### config.mk
export PLATFORM = sky130hd
export DESIGN_NAME = b2a_dabble_stage
export DESIGN_NICKNAME = d
export VERILOG_FILES = /design/src/hdl/b2a_pkg.sv /design/src/hdl/b2a_dabble_stage.sv
export SDC_FILE = /design/constraint.sdc
export NUM_CORES = 1
export LEC_CHECK = 0
export ABC_AREA = 1
export BUFFER_PORTS_ARGS = -buffer_cell sky130_fd_sc_hd__buf_2
export CORE_MARGIN = 4
export CORE_UTILIZATION = 57
export CTS_BUF_LIST = sky130_fd_sc_hd__clkbuf_16
export CTS_CLUSTER_SIZE = 14
export DETAILED_ROUTE_END_ITERATION = 16
export HOLD_SLACK_MARGIN = 0.03
export MAX_ROUTING_LAYER = met4
export PLACE_DENSITY_LB_ADDON = 0.2
export SYNTH_ARGS = -nofsm -noshare
export SYNTH_HDL_FRONTEND = slang
export SYNTH_SLANG_ARGS = --single-unit
### constraint.sdc
create_clock -name clk_i -period 10.5 [get_ports clk_i]
set_clock_uncertainty 0.1 [all_clocks]
set_input_delay 1.05 -clock clk_i [delete_from_list [all_inputs] [get_ports clk_i]]
set_output_delay 1.05 -clock clk_i [all_outputs]
set_load 0.03 [all_outputs]
### src/hdl/b2a_pkg.sv
package b2a_pkg;

  localparam int DIGITS        = 20;
  localparam int DIGIT_W       = 4;
  localparam int BCD_W         = DIGITS * DIGIT_W;
  localparam int VALUE_W       = 64;
  localparam int BITS_PER_STEP = 4;
  localparam int DABBLE_STAGES = VALUE_W / BITS_PER_STEP;

  localparam logic [7:0] CHAR_MINUS = 8'h2D;

  localparam logic [7:0] HEX_CHARS [16] = '{
    8'h30, 8'h31, 8'h32, 8'h33, 8'h34, 8'h35, 8'h36, 8'h37,
    8'h38, 8'h39, 8'h41, 8'h42, 8'h43, 8'h44, 8'h45, 8'h46
  };

  typedef enum logic [1:0] {
    MODE_UDEC = 2'd0,
    MODE_SDEC = 2'd1,
    MODE_HEX  = 2'd2,
    MODE_NONE = 2'd3
  } mode_e;

  // In hex mode bcd holds the raw value as nibbles and is left alone.
  typedef struct packed {
    logic [BCD_W-1:0]   bcd;
    logic [VALUE_W-1:0] bin;
    logic               neg;
    logic               hex;
    logic [1:0]         hex_width;
  } stage_t;

  // Shift-add-3 over BITS_PER_STEP input bits.
  function automatic stage_t dabble_step(stage_t s);
    stage_t r;
    logic [DIGIT_W-1:0] d;
    r = s;
    if (!s.hex) begin
      for (int b = 0; b < BITS_PER_STEP; b++) begin
        for (int j = 0; j < DIGITS; j++) begin
          d = r.bcd[j*DIGIT_W +: DIGIT_W];
          if (d >= 4'd5) begin
            r.bcd[j*DIGIT_W +: DIGIT_W] = d + 4'd3;
          end
        end
        r.bcd = {r.bcd[BCD_W-2:0], r.bin[VALUE_W-1]};
        r.bin = {r.bin[VALUE_W-2:0], 1'b0};
      end
    end
    return r;
  endfunction

endpackage

### src/hdl/b2a_dabble_stage.sv
module b2a_dabble_stage (
  input  logic            clk_i,
  input  logic            rst_ni,
  input  logic            valid_i,
  input  b2a_pkg::stage_t data_i,
  output logic            ready_o,
  output logic            valid_o,
  output b2a_pkg::stage_t data_o,
  input  logic            ready_i
);
  import b2a_pkg::*;

  logic   valid_q;
  stage_t data_q;

  assign ready_o = !valid_q || ready_i;
  assign valid_o = valid_q;
  assign data_o  = data_q;

  always_ff @(posedge clk_i or negedge rst_ni) begin
    if (!rst_ni) begin
      valid_q <= 1'b0;
    end else if (ready_o) begin
      valid_q <= valid_i;
    end
  end

  always_ff @(posedge clk_i) begin
    if (ready_o && valid_i) begin
      data_q <= dabble_step(data_i);
    end
  end

endmodule

==> results.md <==
- For the finished layout, the period the worst path requires is just over 4 ns.
- The detailed router placed 14489 vias in this run.
- Setup violations remaining at the end of the flow were counted as 0.
- The antenna violation net count after detailed routing is 0.
- The endpoint class of the critical path is a flip-flop.
- The count of final hold-check violations is 0.
- The post-synthesis area per instance is 6.63 µm².
- The H-tree was split into 4 levels.
- The area of placed instances is between 15000 and 20000 µm².
- The area of the die is ~27000 µm².
- Counting along the longest clock path gives a buffer depth of 2.
- The overall routed net length is 38.3 mm.
- The initial utilization of the core area, before any placement, comes to roughly 60%.
- The setup total negative slack is 0 ns.
- Among all cell types in the netlist, the one instantiated most often is sky130_fd_sc_hd__nand2_1.
- After clock tree synthesis, the clock-pin slew on the worst setup and hold paths is 0.07 ns.
- The initialized floorplan defines between 50 and 60 standard-cell rows.
- The first global-routing pass estimated 61.2 mm of wire.
- The fraction of synthesized area in multiplexers is 0.0720%.
- Based on the critical path, the design can be clocked at up to 0.246 GHz.
- The net switching fraction of the power is between 40% and 50%.
- Synthesis produced a netlist whose cell count is approximately 2100.
- The worst slew margin relative to its limit is about a third.
- Relative to the synthesized area, the layout overhead comes to 17.6%.
- The analysis attributes to net switching a power of 0.00125 W.
- Once the clock tree was built, the setup fixing pass inserted 0 buffers.
- Synthesis produced a netlist with a net count of approximately 2300.
- Setup repair after global routing left no endpoint under its margin.
- The last weighted congestion value of the routability-driven placer is 0.908.
- The fraction of registers with async set or reset after synthesis is 0.671%.
- The final non-filler cell area is 16400 µm².
- The endpoint arrival time on the critical path is 4.16 ns.
- The number of antenna violations at the first check in global routing is 6.
- The number of cells on the worst reg-to-reg path is 2.
- The boundary pin count is 302.
- In this run, the combinational gates consume 48.8% of the power.
- The startpoint class of the critical path is an input port.
- The worst endpoint required time is about 11 ns.
- The per-cell routed wire length is 14.0 µm.
- For this run the aggregate overflow at the end of global routing stands at 0.
- The internal portion of the total power is 0.00149 W.
- The total global-route track usage is between 20% and 30%.
- The number of global-route vias before repair is 13339.
- Of the synthesized area, sequential elements account for 32.1%.
- The run finished with clean final reports.
- The synthesized cell area is 13900 µm².
- The post-synthesis adder-cell area fraction is 6.93%.
- The maximum resistive drop on vdd is ~120 µV.
- Counting the buffers created by CTS gives 17.
- The area of the core is 23800 µm².
- At the pin with the least slew margin, the transition time is 1.03 ns.
- The synthesis warning total is 0.
- The net count of the finished layout is 2619.
- The class of the tightest hold or removal check is input port to async pin.
- In this run the power density over the cells is 168 nW/µm².
- After the first detailed-routing iteration, the DRC count stood at approximately 900.
- The largest driver fanout on the critical path is 5.
- The synthesized design contains 148 enable-type register cells.
- In this run the static leakage power is 9.25 nW.
- Gates resized during post-CTS repair numbered 0.
- The number of detailed-route iterations in the first pass is 6.
- The share of power burned in the clock network is around a quarter.
- The hold-fix buffer count after cts is 0.
- The post-detailed-route DRC marker count is 0.
- Dividing the detail-routed via count by the number of cells gives 5.31.
- The register bit count reported by yosys is 149.
- Sorting the synthesized cells by area gives the leading types as sky130_fd_sc_hd__edfxtp_1 (32%), sky130_fd_sc_hd__nand2_1 (24%), sky130_fd_sc_hd__inv_1 (8.7%).
- The root buffer cell chosen for the clock tree is sky130_fd_sc_hd__clkbuf_16.
- In this run the vertical extent of the chip is 164 µm.
- Summing the areas of all and, or, nand and nor instances in the mapped netlist gives 42.3% of the synthesized area.
- The number of input and output port buffers inserted is 301.
- The clock latency on the worst-skew pair is between 0.4 and 0.5 ns.
- At the end of the flow the core is filled with cells to 68.9%.
- Max-cap violations in this run came to 0.
- Of the cells placed in the final design, the portion with a size suffix greater than 1 is about a fifth.
- Registers are responsible for 27.9% of the overall power.
- The start-to-end type of the worst setup path is input port to flip-flop.
- The most used flip-flop cell after synthesis is sky130_fd_sc_hd__edfxtp_1.
- Entering global routing, the biggest net connects 149 pins.
- The commonest cells after synthesis are sky130_fd_sc_hd__nand2_1 (875), sky130_fd_sc_hd__inv_1 (321), sky130_fd_sc_hd__nand3_1 (213).
- sky130_fd_sc_hd__edfxtp_1 takes more of the synthesized area than any other cell.
- The count of final max-slew check failures is 0.
- The portion of the clock cycle consumed by the worst path in the final layout is 38.8%.
- The dominant combinational cell family by area after synthesis is simple AND/OR/NAND/NOR gates.
- The post-synthesis cell type count is 35.
- The x dimension of the die is 164 µm.
- The top-area cell type share of the netlist area is about a third.
- The CTS sink count is ~150.
- The placed wire-length estimate is 29.8 mm.
- Of the total synthesized cell area, the portion taken by XOR and XNOR cells is less than 1%.
- The final hold slack is 0.278 ns.
- TritonCTS built the clock tree.
- Summing the areas of all compound-gate instances in the mapped netlist gives under 10% of the synthesized area.
==> cell usage in the layout, fill, tap and decap left out, types with 5 or more instances in the layout <==
cell type / n
sky130_fd_sc_hd__nand2_1: 875
sky130_fd_sc_hd__inv_1: 321
sky130_fd_sc_hd__buf_2: 300
sky130_fd_sc_hd__nand3_1: 213
sky130_fd_sc_hd__edfxtp_1: 148
sky130_fd_sc_hd__nand2_2: 77
sky130_fd_sc_hd__ha_1: 77
sky130_fd_sc_hd__o21ai_0: 76
sky130_fd_sc_hd__nand4_1: 71
sky130_fd_sc_hd__nand3_2: 34
sky130_fd_sc_hd__nor2_1: 28
sky130_fd_sc_hd__o22ai_1: 22
sky130_fd_sc_hd__o21ai_1: 17
sky130_fd_sc_hd__a21oi_1: 17
sky130_fd_sc_hd__clkbuf_16: 17
sky130_fd_sc_hd__o211ai_1: 16
sky130_fd_sc_hd__o21ai_2: 15
sky130_fd_sc_hd__o21bai_1: 11
sky130_fd_sc_hd__nand3b_1: 8
sky130_fd_sc_hd__diode_2: 6
sky130_fd_sc_hd__xor2_1: 6
sky130_fd_sc_hd__and2_1: 5
sky130_fd_sc_hd__inv_2: 5
sky130_fd_sc_hd__a21o_1: 5
==> area by class of cell <==
cell class	instances	area, µm²
diodes	6	15.0
clock buffers	17	425
clock inverters	15	176
fillers	2052	7390
inverters	327	1230
multi-input cells	1591	8100
flip-flops and latches	149	4470
well taps	319	399
repair buffers	304	1540
==> cell families (layout without fill, tap and decap cells) <==
kind of cell	Yosys count	after routing
compound gates	183	183
fa+ha+maj	77	77
other cells	0	6
xor+xnor	12	12
mux	1	1
simple gates	1318	1318
buf+inv	358	663
flops	149	149
==> state kept, by name (all words and copies together), names as in the netlist <==
signal,count
valid_o,1
data_o,148
==> critical path: stages <==
cell	delay (ns)
sky130_fd_sc_hd__buf_2	0.13
sky130_fd_sc_hd__inv_1	0.11
sky130_fd_sc_hd__ha_1	0.18
sky130_fd_sc_hd__inv_1	0.04
sky130_fd_sc_hd__nand2_1	0.12
sky130_fd_sc_hd__nand3_1	0.13
sky130_fd_sc_hd__nand2_1	0.15
sky130_fd_sc_hd__inv_1	0.06
sky130_fd_sc_hd__ha_1	0.17
sky130_fd_sc_hd__o21ai_1	0.13
sky130_fd_sc_hd__nand2_1	0.10
sky130_fd_sc_hd__xor2_1	0.29
sky130_fd_sc_hd__ha_1	0.25
sky130_fd_sc_hd__nand2_1	0.07
sky130_fd_sc_hd__nand2_1	0.11
sky130_fd_sc_hd__nand2_1	0.09
sky130_fd_sc_hd__nand2_1	0.09
sky130_fd_sc_hd__nand2_1	0.09
sky130_fd_sc_hd__ha_1	0.24
sky130_fd_sc_hd__nand2_1	0.08
sky130_fd_sc_hd__nand3_1	0.14
sky130_fd_sc_hd__nand2_1	0.13
sky130_fd_sc_hd__nand2_1	0.07
sky130_fd_sc_hd__nand3_1	0.07
sky130_fd_sc_hd__nand2_1	0.07
==> worst paths after layout <==
kind,start,slack (ns),to
max,data_i[140],6.43,data_o[145]
min,rst_ni,0.28,valid_o
max reg2reg,valid_o,8.69,data_o[136]
min reg2reg,valid_o,0.52,valid_o
max in group asynchronous,rst_ni,9.94,valid_o
min in group clk_i,valid_o,0.52,valid_o
==> power groups by stage <==
stage	registers [W]	clock network [W]	logic [W]
after floorplan	0.000914	0	0.000902
after global placement	0.000779	0	0.00128
after detailed placement	0.000779	0	0.00133
after CTS	0.000767	0.000640	0.00134
after global routing	0.000772	0.000669	0.00153
final	0.000767	0.000639	0.00134
==> per-layer routing <==
metal,vias up,global-route usage (%),part of all wire (%)
met1,6487,32.3,40
met3,105,4.82,7.1
met4,0,12.8,4.2
met5,-,-,0
met2,471,49.3,49
li1,7426,-,-
==> through the flow <==
stage          cells  total power [W]  worst slack (ns)
2_1_floorplan   2098          0.00182              1.49
3_3_place_gp    2690          0.00206              6.42
3_5_place_dp    2690          0.00211              6.17
4_1_cts         2722          0.00274              6.50
5_1_grt         2728          0.00297              6.11
6_report        2728          0.00275              6.43
Note: power is estimated with default switching activity, not from simulation.
